==> config.mk <==
export PLATFORM = sky130hd
export DESIGN_NAME = rgb_led_pattern_sequencer_top
export DESIGN_NICKNAME = d
export VERILOG_FILES = /design/src/rtl/rgbls_pkg.sv /design/src/rtl/rgbls_store.sv /design/src/rtl/rgbls_engine.sv /design/src/rtl/rgb_led_pattern_sequencer_top.sv
export SDC_FILE = /design/constraint.sdc
export NUM_CORES = 1
export LEC_CHECK = 0
export BUFFER_PORTS_ARGS = -buffer_cell sky130_fd_sc_hd__buf_2
export CAP_MARGIN = 10
export CORE_AREA = 2 2 280 282
export CTS_CLUSTER_DIAMETER = 120
export CTS_CLUSTER_SIZE = 16
export DETAILED_ROUTE_END_ITERATION = 10
export DIE_AREA = 0 0 282 284
export GPL_TIMING_DRIVEN = 0
export PLACE_DENSITY = 0.77
export SLEW_MARGIN = 40
export SYNTH_ARGS = -nofsm -noshare
export SYNTH_HDL_FRONTEND = slang
export SYNTH_SLANG_ARGS = --single-unit
==> constraint.sdc <==
create_clock -name clock -period 10 [get_ports clock]
set_clock_uncertainty 0.1 [all_clocks]
set_input_delay 2 -clock clock [delete_from_list [all_inputs] [get_ports clock]]
set_output_delay 2 -clock clock [all_outputs]
set_load 0.03 [all_outputs]
==> src/rtl/rgbls_pkg.sv <==
package rgbls_pkg;

   // Sizing of the sequencer.
   localparam int MAX_STEPS  = 16;
   localparam int LEVEL_BITS = 16;
   localparam int TICK_BITS  = 12;

   localparam int STEP_BITS = (MAX_STEPS > 1) ? $clog2(MAX_STEPS) : 1;
   localparam int LEN_BITS  = $clog2(MAX_STEPS + 1);
   localparam int TICK_MAX  = (1 << TICK_BITS) - 1;

   // Field widths fixed by the word layout.
   localparam int ACT_BITS   = 3;
   localparam int IDX_BITS   = 4;
   localparam int INC_BITS   = 16;
   localparam int DUR_BITS   = 13;
   localparam int TOTAL_BITS = 5;
   localparam int CH_BITS    = 2;
   localparam int VAL_BITS   = 16;
   localparam int OUT_BITS   = 16;
   localparam int CUR_BITS   = 4;
   localparam int NUM_CH     = 3;

   typedef enum logic [ACT_BITS-1:0] {
      ACT_TICK  = 3'd0,
      ACT_WRITE = 3'd1,
      ACT_START = 3'd2,
      ACT_STOP  = 3'd3,
      ACT_LEVEL = 3'd4
   } action_type;

   localparam logic [CH_BITS-1:0] CH_RED   = 2'd0;
   localparam logic [CH_BITS-1:0] CH_GREEN = 2'd1;
   localparam logic [CH_BITS-1:0] CH_BLUE  = 2'd2;

   // Duration code that ends a pattern (minus one).
   localparam logic [DUR_BITS-1:0] DUR_END = '1;

   // One pattern step as held in the store; inc[0] is red, inc[2] is blue.
   typedef struct packed {
      logic [DUR_BITS-1:0]            dur;
      logic [NUM_CH-1:0][INC_BITS-1:0] inc;
   } step_type;

   typedef struct packed {
      logic                 en;
      logic [STEP_BITS-1:0] addr;
      step_type             data;
   } store_wr_type;

   typedef struct packed {
      logic [ACT_BITS-1:0]             action;
      logic [IDX_BITS-1:0]             step_index;
      logic [NUM_CH-1:0][INC_BITS-1:0] inc;
      logic [DUR_BITS-1:0]             step_ticks;
      logic [TOTAL_BITS-1:0]           step_total;
      logic [CH_BITS-1:0]              channel;
      logic [VAL_BITS-1:0]             level_value;
   } item_type;

   typedef struct packed {
      logic                playing;
      logic [CUR_BITS-1:0] current_step;
      logic                blue_enable;
      logic                green_enable;
      logic                red_enable;
      logic [OUT_BITS-1:0] blue_level;
      logic [OUT_BITS-1:0] green_level;
      logic [OUT_BITS-1:0] red_level;
   } result_type;

endpackage

==> src/rtl/rgbls_store.sv <==
// Pattern store: one write port, one read port with registered data.
// A write to the entry being read in the same cycle is forwarded.
module rgbls_store (
   input  logic                          clock,
   input  rgbls_pkg::store_wr_type       wr,
   input  logic [rgbls_pkg::STEP_BITS-1:0] rd_addr,
   output rgbls_pkg::step_type           rd_data_ff
);

   rgbls_pkg::step_type mem [rgbls_pkg::MAX_STEPS];

   always_ff @(posedge clock) begin
      if (wr.en) begin
         mem[wr.addr] <= wr.data;
      end
   end

   always_ff @(posedge clock) begin
      if (wr.en && (wr.addr == rd_addr)) begin
         rd_data_ff <= wr.data;
      end else begin
         rd_data_ff <= mem[rd_addr];
      end
   end

endmodule

==> src/rtl/rgbls_engine.sv <==
// Playback state and the per-word update. The store is always read at the
// pointer value of the next cycle, so the current step is ready on every edge.
module rgbls_engine (
   input  logic                            clock,
   input  logic                            reset,
   input  logic                            item_valid,
   input  rgbls_pkg::item_type             item,
   input  rgbls_pkg::step_type             entry,
   output logic [rgbls_pkg::STEP_BITS-1:0] rd_addr,
   output rgbls_pkg::store_wr_type         wr,
   output rgbls_pkg::result_type           result
);

   logic [rgbls_pkg::LEN_BITS-1:0]   len_ff,  len_in;
   logic [rgbls_pkg::STEP_BITS-1:0]  ptr_ff,  ptr_in;
   logic [rgbls_pkg::TICK_BITS-1:0]  tick_ff, tick_in;
   logic [rgbls_pkg::LEVEL_BITS-1:0] lvl_ff [rgbls_pkg::NUM_CH];
   logic [rgbls_pkg::LEVEL_BITS-1:0] lvl_in [rgbls_pkg::NUM_CH];
   logic [rgbls_pkg::NUM_CH-1:0]     en_ff,   en_in;
   logic                             play_ff, play_in;

   always_ff @(posedge clock) begin
      if (reset) begin
         len_ff  <= '0;
         ptr_ff  <= '0;
         tick_ff <= '0;
         en_ff   <= '0;
         play_ff <= 1'b0;
         for (int c = 0; c < rgbls_pkg::NUM_CH; c++) begin
            lvl_ff[c] <= '0;
         end
      end else begin
         len_ff  <= len_in;
         ptr_ff  <= ptr_in;
         tick_ff <= tick_in;
         en_ff   <= en_in;
         play_ff <= play_in;
         for (int c = 0; c < rgbls_pkg::NUM_CH; c++) begin
            lvl_ff[c] <= lvl_in[c];
         end
      end
   end

   always_comb begin
      logic [rgbls_pkg::TICK_BITS-1:0]  dur_eff;
      logic [rgbls_pkg::TICK_BITS:0]    cnt;
      logic [rgbls_pkg::LEN_BITS-1:0]   nxt;
      logic [rgbls_pkg::LEVEL_BITS-1:0] val;

      len_in  = len_ff;
      ptr_in  = ptr_ff;
      tick_in = tick_ff;
      en_in   = en_ff;
      play_in = play_ff;
      for (int c = 0; c < rgbls_pkg::NUM_CH; c++) begin
         lvl_in[c] = lvl_ff[c];
      end
      wr = '0;

      // Zero and negative durations act as one tick; large ones saturate.
      if (entry.dur[rgbls_pkg::DUR_BITS-1] || (entry.dur == '0)) begin
         dur_eff = rgbls_pkg::TICK_BITS'(1);
      end else if (int'(entry.dur) > rgbls_pkg::TICK_MAX) begin
         dur_eff = rgbls_pkg::TICK_BITS'(rgbls_pkg::TICK_MAX);
      end else begin
         dur_eff = rgbls_pkg::TICK_BITS'(entry.dur);
      end
      cnt = {1'b0, tick_ff} + 1'b1;
      nxt = rgbls_pkg::LEN_BITS'(ptr_ff) + 1'b1;
      val = item.level_value[rgbls_pkg::LEVEL_BITS-1:0];

      if (item_valid) begin
         case (rgbls_pkg::action_type'(item.action))
            rgbls_pkg::ACT_TICK: begin
               if (play_ff) begin
                  if (entry.dur == rgbls_pkg::DUR_END) begin
                     ptr_in  = '0;
                     tick_in = '0;
                     en_in   = '0;
                     play_in = 1'b0;
                     for (int c = 0; c < rgbls_pkg::NUM_CH; c++) begin
                        lvl_in[c] = '0;
                     end
                  end else begin
                     for (int c = 0; c < rgbls_pkg::NUM_CH; c++) begin
                        lvl_in[c] = lvl_ff[c] + entry.inc[c][rgbls_pkg::LEVEL_BITS-1:0];
                        if (lvl_in[c] != '0) begin
                           en_in[c] = 1'b1;
                        end
                     end
                     if (cnt >= {1'b0, dur_eff}) begin
                        tick_in = '0;
                        if ((nxt >= len_ff) || (int'(nxt) >= rgbls_pkg::MAX_STEPS)) begin
                           ptr_in = '0;
                        end else begin
                           ptr_in = rgbls_pkg::STEP_BITS'(nxt);
                        end
                     end else begin
                        tick_in = cnt[rgbls_pkg::TICK_BITS-1:0];
                     end
                  end
               end
            end
            rgbls_pkg::ACT_WRITE: begin
               if (int'(item.step_index) < rgbls_pkg::MAX_STEPS) begin
                  wr.en       = 1'b1;
                  wr.addr     = rgbls_pkg::STEP_BITS'(item.step_index);
                  wr.data.inc = item.inc;
                  wr.data.dur = item.step_ticks;
               end
            end
            rgbls_pkg::ACT_START: begin
               ptr_in  = '0;
               tick_in = '0;
               en_in   = '0;
               for (int c = 0; c < rgbls_pkg::NUM_CH; c++) begin
                  lvl_in[c] = '0;
               end
               if (int'(item.step_total) > rgbls_pkg::MAX_STEPS) begin
                  len_in = rgbls_pkg::LEN_BITS'(rgbls_pkg::MAX_STEPS);
               end else begin
                  len_in = rgbls_pkg::LEN_BITS'(item.step_total);
               end
               play_in = (item.step_total != '0);
            end
            rgbls_pkg::ACT_STOP: begin
               ptr_in  = '0;
               tick_in = '0;
               en_in   = '0;
               play_in = 1'b0;
               for (int c = 0; c < rgbls_pkg::NUM_CH; c++) begin
                  lvl_in[c] = '0;
               end
            end
            rgbls_pkg::ACT_LEVEL: begin
               for (int c = 0; c < rgbls_pkg::NUM_CH; c++) begin
                  if (item.channel == rgbls_pkg::CH_BITS'(c)) begin
                     lvl_in[c] = val;
                     if (val == '0) begin
                        en_in[c] = 1'b0;
                     end
                  end
               end
            end
            default: begin
            end
         endcase
      end
   end

   // Read the entry the pointer will hold after this edge.
   assign rd_addr = ptr_in;

   always_comb begin
      result.red_level    = rgbls_pkg::OUT_BITS'(lvl_in[rgbls_pkg::CH_RED]);
      result.green_level  = rgbls_pkg::OUT_BITS'(lvl_in[rgbls_pkg::CH_GREEN]);
      result.blue_level   = rgbls_pkg::OUT_BITS'(lvl_in[rgbls_pkg::CH_BLUE]);
      result.red_enable   = en_in[rgbls_pkg::CH_RED];
      result.green_enable = en_in[rgbls_pkg::CH_GREEN];
      result.blue_enable  = en_in[rgbls_pkg::CH_BLUE];
      result.current_step = rgbls_pkg::CUR_BITS'(ptr_in);
      result.playing      = play_in;
   end

   // A playing pattern always has steps, and the pointer stays inside it.
   a_play_len: assert property (@(posedge clock) disable iff (reset)
      play_ff |-> (len_ff != '0) && (rgbls_pkg::LEN_BITS'(ptr_ff) < len_ff))
      else $error("pointer outside the pattern while playing");

   // Stopped play leaves the pointer and the tick count cleared.
   a_idle_clear: assert property (@(posedge clock) disable iff (reset)
      !play_ff |-> (ptr_ff == '0) && (tick_ff == '0))
      else $error("stale position while stopped");

   // Enables can only rise on a tick during play.
   a_en_rise: assert property (@(posedge clock) disable iff (reset)
      ((en_ff & ~$past(en_ff)) != '0) && !$past(reset) |->
         $past(item_valid) && $past(play_ff) &&
         ($past(item.action) == rgbls_pkg::ACT_TICK))
      else $error("enable set outside a tick");

endmodule

==> src/rtl/rgb_led_pattern_sequencer_top.sv <==
// RGB LED pattern sequencer. Request words carry an action in req_tuser
// (tick, write step, start, stop and clear, set level) and its operands in
// req_tdata; every accepted request produces exactly one response word that
// reports the three 16-bit levels, the three channel enables, the step now
// playing and the playing flag as they stand after that request. The block
// takes one request word per clock cycle, sustained, while rsp_tready takes
// every response, and each response appears in the output register in the
// cycle after its request is accepted. That rate is set by the pattern store:
// it is a synchronous memory that is always read at the pointer value that
// the next cycle will use, so the step for a tick is already registered when
// the tick arrives, and a step write that hits the entry being fetched is
// forwarded into the read data. The output register lets a new request in
// while the previous response is being taken; req_tready is low during reset
// and otherwise drops only while that register holds a word that rsp_tready
// refuses. Pattern steps that were never written read as arbitrary values, so
// a pattern must be written before it is started.
module rgb_led_pattern_sequencer_top (
   input  logic        clock,
   input  logic        reset,
   input  logic        req_tvalid,
   output logic        req_tready,
   // Fields from bit 0 up: step_index[3:0], inc_red[19:4], inc_green[35:20],
   // inc_blue[51:36], step_ticks[64:52], step_total[69:65], channel[71:70],
   // level_value[87:72].
   input  logic [87:0] req_tdata,
   // Fields from bit 0 up: action[2:0].
   input  logic [2:0]  req_tuser,
   output logic        rsp_tvalid,
   input  logic        rsp_tready,
   // Fields from bit 0 up: red_level[15:0], green_level[31:16],
   // blue_level[47:32], red_enable[48], green_enable[49], blue_enable[50],
   // current_step[54:51], playing[55].
   output logic [55:0] rsp_tdata
);

   rgbls_pkg::item_type                 item;
   rgbls_pkg::step_type                 entry;
   rgbls_pkg::store_wr_type             wr;
   rgbls_pkg::result_type               result;
   logic [rgbls_pkg::STEP_BITS-1:0]     rd_addr;
   logic                                accept;
   logic                                rsp_valid_ff, rsp_valid_in;
   rgbls_pkg::result_type               rsp_data_ff;

   // A request is taken when the output register is free or being drained.
   // Nothing is taken while reset is held, since no response could follow.
   assign req_tready = !reset && (!rsp_valid_ff || rsp_tready);
   assign accept     = req_tvalid && req_tready;

   always_comb begin
      item.action      = req_tuser;
      item.step_index  = req_tdata[3:0];
      item.inc[0]      = req_tdata[19:4];
      item.inc[1]      = req_tdata[35:20];
      item.inc[2]      = req_tdata[51:36];
      item.step_ticks  = req_tdata[64:52];
      item.step_total  = req_tdata[69:65];
      item.channel     = req_tdata[71:70];
      item.level_value = req_tdata[87:72];
   end

   rgbls_store u_store (
      .clock      (clock),
      .wr         (wr),
      .rd_addr    (rd_addr),
      .rd_data_ff (entry)
   );

   rgbls_engine u_engine (
      .clock      (clock),
      .reset      (reset),
      .item_valid (accept),
      .item       (item),
      .entry      (entry),
      .rd_addr    (rd_addr),
      .wr         (wr),
      .result     (result)
   );

   // Output register: holds one response word until it is taken.
   assign rsp_valid_in = accept || (rsp_valid_ff && !rsp_tready);

   always_ff @(posedge clock) begin
      if (reset) begin
         rsp_valid_ff <= 1'b0;
      end else begin
         rsp_valid_ff <= rsp_valid_in;
      end
   end

   always_ff @(posedge clock) begin
      if (accept) begin
         rsp_data_ff <= result;
      end
   end

   assign rsp_tvalid = rsp_valid_ff;
   assign rsp_tdata  = rsp_data_ff;

endmodule
# Yosys cells after proc, flatten, opt, wreduce, memory -nomap -nowiden
# Memory sizes are Yosys's and may differ from the RTL's. A register that Yosys moved wholly into a read port is not among the register bits.
# Index checks and enable logic that the tools add are counted.
# Widths: inputs -> output; s select.
# word_totals
output_inout_bits	58
ramBits	1024
inputBits	95
n_memories	2
register_bits	82
# op_classes
n_bitwise	3
eq_ne	8
n_reduce_logical	22
magnitude_cmp	5
muxes	47
addsub	5
# memory_table
name	depth	word_bits	read_ports	rd_clocked_by_memory_dff	write_ports	line	source
u_store.mem	16	61	1	1	1	rgbls_store.sv:10	rgbls_pkg::step_type mem [rgbls_pkg::MAX_STEPS];
u_engine.lvl_ff	3	16	3	0	3	rgbls_engine.sv:17	logic [rgbls_pkg::LEVEL_BITS-1:0] lvl_ff [rgbls_pkg::NUM_CH];
# ops
op	n
$mux 48	3
$pmux 48 s3	1
$mux 66	2
$mux 16	6
$mux 12	5
$add 16x16->16	3
$reduce_bool 16->1	3
$pmux 12 s2	1
$mux 4	5
$mux 1	17
$logic_not 16->1	1
$add 12x1->13 const B	1
$eq 13x13->1 const B	1
$ge 13x12->1	1
$gt 13x12->1 const B	1
$logic_not 13->1	1
$mux 3	3
$pmux 3 s3	1
$pmux 4 s2	1
$eq 3x2->1 const B	2
$add 4x1->5 const B	1
$ge 5x5->1	1
$ge 5x5->1 const B	1
$gt 5x5->1 const B	1
other kinds (18)	27

# Longest topological paths before layout
# Gate-level depths: netlist of run 1.
# logic_depth
depth_word	9
depth_mapped	20

# Modules after synthesis
# A second synthesis of run 1 with hierarchy kept.
# unflattened
hier_cells	2487
area_unflattened_um2	45517.4
# modules_own_cells
mod	area_each_um2	cells_each	seq_area_each_um2	n_inst
rgbls_store	36623.9	1515	29388.2	1
rgbls_engine	7151.9	911	1461.4	1
rgb_led_pattern_sequencer_top	1741.7	61	1701.6	1

# Worst setup path after synthesis of run 1
# OpenSTA, ideal clock, no wires.
# synth_timing
path_kind	input -> register
from	in rsp_tready
to	mem u_store.mem[2][0] (netlist name) (enable)
stages	8
arrival_ps	7553
setup_ps	556
slack_ps	1792
cell_sequence	nor2b_1 > nor2_1 > nand2_1 > nor2_1 > clkbuf_1 > and2_1 > nand3b_1 > nor3_1
# synth_between
elab_chain_cells	6
# synth_rtl
element	line	source
start, declared	rgb_led_pattern_sequencer_top.sv:29	input logic rsp_tready,
$logic_or 1x1->1 *	rgb_led_pattern_sequencer_top.sv:47	assign req_tready = !reset && (!rsp_valid_ff || rsp_tready);
$logic_and 1x1->1 *	rgb_led_pattern_sequencer_top.sv:47	
via req_tready	rgb_led_pattern_sequencer_top.sv:21	output logic req_tready,
$logic_and 1x1->1 *	rgb_led_pattern_sequencer_top.sv:48	assign accept = req_tvalid && req_tready;
$mux 66 *	rgbls_engine.sv:72	if (item_valid) begin
$mux 1	rgbls_store.sv:13	if (wr.en) begin
$mux 1 (not written as such)	rgbls_store.sv:14	mem[wr.addr] <= wr.data;
end, declared	rgbls_store.sv:10	
# Mark *: on every way through the listed nets, which the timed path passes. The rest lies on a longest branch.

==> results.toml, run 1 <==
[clock_network]
ctsResizeCount = 0
cts.sinks = 1110
cts_root_buf = "clkbuf_16"
cts_setup_buffers = 0
tritoncts = "done"
htree_levels = 3
hold_buffers = 0
numCtsBuffers = 79
cts_buffer_depth = 3
clkTransAtPathRegs_ns = 0.08
clk-insertion-delay-late_ns = 0.64

[synthesis]
syn_nets = 2612
postSynthCellCount = 2450
async_reset_ff_share_pct = 0
syn_area_per_cell_um2 = 18.73
yosys_warnings = 0
synth_area_um2 = 45880
seq_area_frac_synth_pct = 70.95
synth_edf_count = 1032
yosys_most_used_dff = "edfxtp_1"
ys_seq_elements = 1110
synth.distinct_cells = 77

[timing]
tightest_slew_ns = 0.8940
rsz0062_at_grt = "false"
relSlewSlack_pct = 40.40
fin_crit_sh_pct = 75.28
final_hold_viol_count = 0
maxSlewViolCount = 0
finalSetupViolations = 0
fin_crit_ns = 7.528
max_freq_ghz = 0.1328

[setup_path]
cp_top_family = "buffers and inverters"
critPathRequiredTime_ns = 10.24
path_cells = "buf_1 -> buf_2 -> clkbuf_2 -> clkbuf_1 -> clkbuf_1 -> mux4_2 -> mux4_2 -> ha_1 -> inv_1 -> fa_1 -> xnor2_1 -> or4b_2 -> a21oi_1 -> o21ai_0 -> nor4_1 -> o2111ai_1 -> nor4_1 -> a31oi_1"
worst_setup_path_start_kind = "register"
critical_path.max_fanout = 10
crit_buf_inv = 6
crit_path_max_incr_delay_ns = 0.72
arrival_ns = 7.77
critPathKind = "reg2reg"
crit_path_end_kind = "register"
slowest_stage = "clkbuf_1"

[place]
hpwl_mm = 85.32
dp_cells = 3756
placed_cell_area_um2 = 49760
gp_congestion = 0.9588
portBuffers = 151

[drt]
drt_iter0_drc = 4244
drt_wl_total_mm = 124.4
met3_length_mm = 14.67
routed.top_layer = "met5"
drc = 0
antenna_left = 0
m1WireLength_mm = 47.62
vias = 26529
avgViaCountPerCell = 6.839
drtPass1Iterations = 6
wire_per_inst_um = 32.08
wl_met2_mm = 58.08

[layout]
final_nets = 2960
final_cell_area_um2 = 52030
ff_latch_area_um2 = 32550
multi_input_area_um2 = 12650
drive_gt1_share_pct = 26.00
fin_cells = 3879
nFillCells = 4788
area_delta_synth_final_pct = 13.40

[global_routing]
grt-ovfl-total = 0
antenna_found_initial = 4
grt_use_total_pct = 31.45
grt_pass1_vias = 26218
grt_first_pass_wirelength_mm = 178.5
grt_max_degree = 32

[die]
die_h_um = 284
core_um2 = 76960
dieArea_um2 = 80090
rows = 102
ios = 153
die_x_um = 282
initial_core_util_pct = 59.61

[hold_path]
hold_class = "reg2reg"

[pwr]
power.density_nw_per_um2 = 158.1
p_leak_nw = 14.96
vdd_drop_max_v = 0.0001299

[job]
max-cap-violations = 0

[outcome]
status = "finished clean"
==> stage by stage <==
step                hold WS [ns]  setup WS (ns)  total power (W)  util, %  TNS [ns]
finish                    0.4004          2.472         0.008224    67.60         0
global route              0.4519          2.270         0.008395    67.60         0
CTS                       0.3983          2.594         0.008235    67.57         0
detailed placement        0.3818          2.641         0.005285    64.66         0
global placement          0.3765         -4.210         0.005277    62.29  -1628.65
floorplan                 0.3570          1.792         0.005202        -         0
==> final timing paths <==
path         slack [ns]            endpoint  cells after the start               start
max                2.47       rsp_tdata[48]                     18            register
min                0.40  u_engine.len_ff[3]                      2  u_engine.len_ff[3]
max reg2reg        2.47       rsp_tdata[48]                     18            register
min reg2reg        0.40  u_engine.len_ff[3]                      2  u_engine.len_ff[3]
==> power breakdown <==
part           switching [W]  internal (W)
Sequential        0.00000899       0.00502
Combinational       0.000115     0.0000408
Clock                0.00152       0.00151
==> final cells by class <==
| cell class | instances | share of cell area [%] |
|---|---|---|
| Inverter | 55 | 0.4016 |
| Timing Repair Buffer | 267 | 4.714 |
| Multi-Input combinational cell | 1165 | 24.32 |
| Sequential cell | 1110 | 62.57 |
| Antenna cell | 1 | 0.004810 |
| Tap cell | 1040 | 2.501 |
| Clock inverter | 3 | 0.09139 |
| Clock buffer | 118 | 4.204 |
| Buffer | 120 | 1.193 |
==> cells in the mapped netlist (all sizes together), types with 4 or more instances <==
cell	count	share of area, %
a2111oi	9	0.19
clkbuf	71	0.58
ha	64	1.7
a31oi	15	0.22
and3	79	1.1
mux2	7	0.17
o211ai	17	0.28
a32o	4	0.087
o21ai	50	0.55
a21o	23	0.38
nand3	29	0.32
o21a	13	0.21
nand3b	7	0.11
a211o	7	0.13
nor4	12	0.16
a22o	16	0.31
or3	13	0.18
a22oi	33	0.54
nand2	80	0.65
nor3b	7	0.11
and2	15	0.20
edfxtp	1032	68
a222oi	5	0.11
mux4	289	14
nor2	82	0.67
a311oi	6	0.11
a21oi	59	0.64
mux2i	28	0.61
dfxtp	78	3.4
or2	10	0.14
xnor2	23	0.44
a221oi	6	0.16
nor3	32	0.37
o22ai	5	0.068
buf	49	0.70
a211oi	9	0.15
inv	55	0.45
and4	4	0.082
nand4	12	0.16
o31a	8	0.15
nor2b	16	0.22
nand2b	20	0.27
xor2	10	0.19
==> flip-flops by register name, summed over array words and instances, names as in the netlist, named ones only <==
register,count
u_store.mem,976
rsp_tdata,56
u_engine.lvl_ff,48
u_engine.tick_ff,12
u_engine.len_ff,5
u_engine.ptr_ff,4
u_engine.en_ff,3
rsp_tvalid,1
u_engine.play_ff,1
==> worst reg2reg max path: stages (launching register included) <==
cell	delay [ns]
dfxtp_1	0.53
buf_1	0.61
buf_2	0.45
clkbuf_2	0.52
clkbuf_1	0.64
clkbuf_1	0.73
mux4_2	0.42
mux4_2	0.55
ha_1	0.26
inv_1	0.09
fa_1	0.21
xnor2_1	0.10
or4b_2	0.63
a21oi_1	0.16
o21ai_0	0.11
nor4_1	0.40
o2111ai_1	0.21
nor4_1	0.37
a31oi_1	0.18
==> per-layer routing <==
metal,up-vias,GRT usage [%]
li1,10784,-
met1,13590,45.72
met2,1898,48.14
met3,253,6.825
met4,4,10.35
met5,-,0
==> cells in the final DEF, fill, tap and decap left out, drive strengths merged, types with 6 or more instances in the layout <==
cell type,count
mux4,289
a211oi,9
nand3b,7
nor3,32
dfxtp,78
a2111oi,9
nand3,29
nand2,80
inv,57
mux2i,28
xnor2,23
o21ai,50
mux2,7
or3,13
buf,316
a22o,16
a22oi,33
a21o,23
o31a,8
nand2b,20
and2,15
xor2,10
nand4,12
a311oi,6
nor3b,7
a221oi,6
a21oi,59
nor2,82
nor2b,16
and3,79
a211o,7
nor4,12
edfxtp,1032
ha,64
clkbuf,189
or2,10
o21a,13
a31oi,15
o211ai,17
==> logic make-up (layout without fill, tap and decap cells) <==
logic type                 count (synthesis)  in the layout  share of synthesized area, %
xor gates and xnor gates                  33             33                        0.6300
adders and majority gates                 67             67                         1.876
and+or+nand+nor                          427            427                         4.909
DFF                                     1110           1110                         70.95
buffers and inverters                    175            563                         1.735
muxes                                    324            324                         15.06
AOI/OAI and AO/OA                        314            314                         4.836
other                                      0              1                             0
Power figures use the tool's default switching activity.
==> inputs of run 2 (changes only) <==
- clock period: 10 -> 7.75 ns (I/O delays scaled with it)
==> run 2 against run 1 <==
Worst setup slack worse by 2.2 ns. Largest power group unchanged. Die area unchanged. Final area about the same. Global-route usage up 0.38 points. Critical endpoint is now rsp_tdata[49]. Non-clock buffer count shrank 15. Sequential share of layout area barely moved. Hold slack worse by 0.0028 ns. Fmax up 1.1%. Largest cell class unchanged. Critical path depth is the same. Total power grew 29%. Combinational power is 29% higher.
==> results.toml, run 2 (synthesized netlist as in run 1, its figures left out) <==
[die]
dieArea_um2 = 80090
ios = 153
core_um2 = 76960
rows = 102
die_x_um = 282
die_h_um = 284
initial_core_util_pct = 59.61

[place]
dp_cells = 3742
hpwl_mm = 84.36
portBuffers = 151
placed_cell_area_um2 = 49790
gp_congestion = 0.9415
post-place-ws_ns = 0.2768

[setup_path]
slowest_stage = "clkbuf_1"
crit_path_end_kind = "register"
reg2reg_depth = 18
cp_top_family = "buffers and inverters"
worst_setup_path_start_kind = "register"
rr_endpoint = "rsp_tdata[49]"
critical_path_depth = 18
reg2reg_slack_ns = 0.30
critPathKind = "reg2reg"
critical_path.max_fanout = 10
path_cells = "buf_1 -> buf_2 -> clkbuf_2 -> clkbuf_1 -> clkbuf_1 -> mux4_2 -> mux4_2 -> ha_1 -> inv_1 -> fa_1 -> nor2b_1 -> o31a_1 -> o211a_1 -> or3_1 -> a2111oi_0 -> nand4_1 -> nor4_1 -> nor2_1"
crit_path_max_incr_delay_ns = 0.73
crit_buf_inv = 6
arrival_ns = 7.70
critPathRequiredTime_ns = 8.00
cp-endpoint = "rsp_tdata[49]"

[clock_network]
hold_buffers = 0
tritoncts = "done"
clk-insertion-delay-late_ns = 0.64
cts_setup_buffers = 0
cts_root_buf = "clkbuf_16"
numCtsBuffers = 79
clkTransAtPathRegs_ns = 0.07
htree_levels = 3
cts_buffer_depth = 3
ctsResizeCount = 0
cts.sinks = 1110

[layout]
drive_gt1_share_pct = 25.65
largest-register = "u_store.mem"
final_nets = 2945
layout_commonest_cell = "edfxtp_1"
area_delta_synth_final_pct = 13.39
fin_cells = 3866
nFillCells = 4855
layout_common_cells = "edfxtp_1, mux4_2, buf_2"
largest_reg_flops = 976
final_cell_area_um2 = 52020

[timing]
max_freq_ghz = 0.1343
rsz0062_at_grt = "false"
maxSlewViolCount = 0
setup_ws_ns = 0.3032
fin_crit_sh_pct = 96.09
final.setup.tns_ns = 0
tightest_slew_ns = 0.9160
finalSetupViolations = 0
fin_crit_ns = 7.447
relSlewSlack_pct = 38.93
final_hold_viol_count = 0

[drt]
drt_wl_total_mm = 125.7
drt_iter0_drc = 4079
drtPass1Iterations = 7
wire_per_inst_um = 32.51
antenna_left = 0
avgViaCountPerCell = 6.898
drc = 0
vias = 26666

[outcome]
status = "finished clean"

[hold_path]
hold_class = "reg2reg"

[pwr]
p_leak_nw = 14.89
p_total_w = 0.01060
vdd_drop_max_v = 0.0002104
power.density_nw_per_um2 = 203.7

[global_routing]
antenna_found_initial = 7
grt_use_total_pct = 31.83
grt_first_pass_wirelength_mm = 180.0
grt-ovfl-total = 0
grt_max_degree = 32
grt_pass1_vias = 25776

[job]
max-cap-violations = 0
## run 2: cell count changes in the layout (fill, tap and decap cells not counted), sizes merged
cell,previous run,this run
buf,316,301
clkinv,1,2
diode,1,3
clkbuf,189,188
## run 2: how the worst min path moves through the flow
stage / startpoint / to / slack (ns) / cells after the start
global placement: u_engine.len_ff[3] / u_engine.len_ff[3] / 0.37 / 2
detailed placement: u_engine.len_ff[1] / u_engine.len_ff[1] / 0.39 / 2
CTS: u_engine.len_ff[1] / u_engine.len_ff[1] / 0.40 / 2
global route: u_engine.len_ff[2] / u_engine.len_ff[2] / 0.44 / 2
finish: u_engine.len_ff[1] / u_engine.len_ff[1] / 0.40 / 2
floorplan: u_engine.len_ff[1] / u_engine.len_ff[1] / 0.36 / 2
## run 2: power breakdown
| group | leakage [nW] | switching, W | internal (W) |
|---|---|---|---|
| logic | 5.75 | 0.000148 | 0.0000525 |
| clock network | 1.07 | 0.00198 | 0.00193 |
| registers | 8.07 | 0.00000993 | 0.00648 |
## run 2: area by class of cell
cell class                      count  area, um2  area share [%]
Clock inverter                      4      52.55          0.1010
Timing Repair Buffer              252       2442           4.695
Clock buffer                      117       2162           4.156
Inverter                           55      209.0          0.4017
Buffer                            120      623.1           1.198
Antenna cell                        3      7.507         0.01443
Tap cell                         1040       1301           2.502
Sequential cell                  1110      32550           62.58
Multi-Input combinational cell   1165      12670           24.35
## run 2: worst reg2reg max path: stages (launching register included)
cell       delay [ns]
dfxtp_1          0.51
buf_1            0.56
buf_2            0.46
clkbuf_2         0.53
clkbuf_1         0.65
clkbuf_1         0.73
mux4_2           0.45
mux4_2           0.53
ha_1             0.23
inv_1            0.09
fa_1             0.21
nor2b_1          0.07
o31a_1           0.28
o211a_1          0.28
or3_1            0.36
a2111oi_0        0.47
nand4_1          0.16
nor4_1           0.31
nor2_1           0.20
## run 2: through the flow
stage,util (%),hold WS [ns]
5_1_grt,67.59,0.4374
3_3_place_gp,62.31,0.3732
3_5_place_dp,64.69,0.3855
6_report,67.59,0.3976
2_1_floorplan,-,0.3570
4_1_cts,67.57,0.4022
## run 2: layer usage
metal	global-route usage [%]	wire length [um]	up-vias
met5	0	23	-
met4	11.77	4826	4
met3	6.241	14490	289
met2	48.13	58810	1922
met1	46.73	47530	13672
li1	-	-	10779
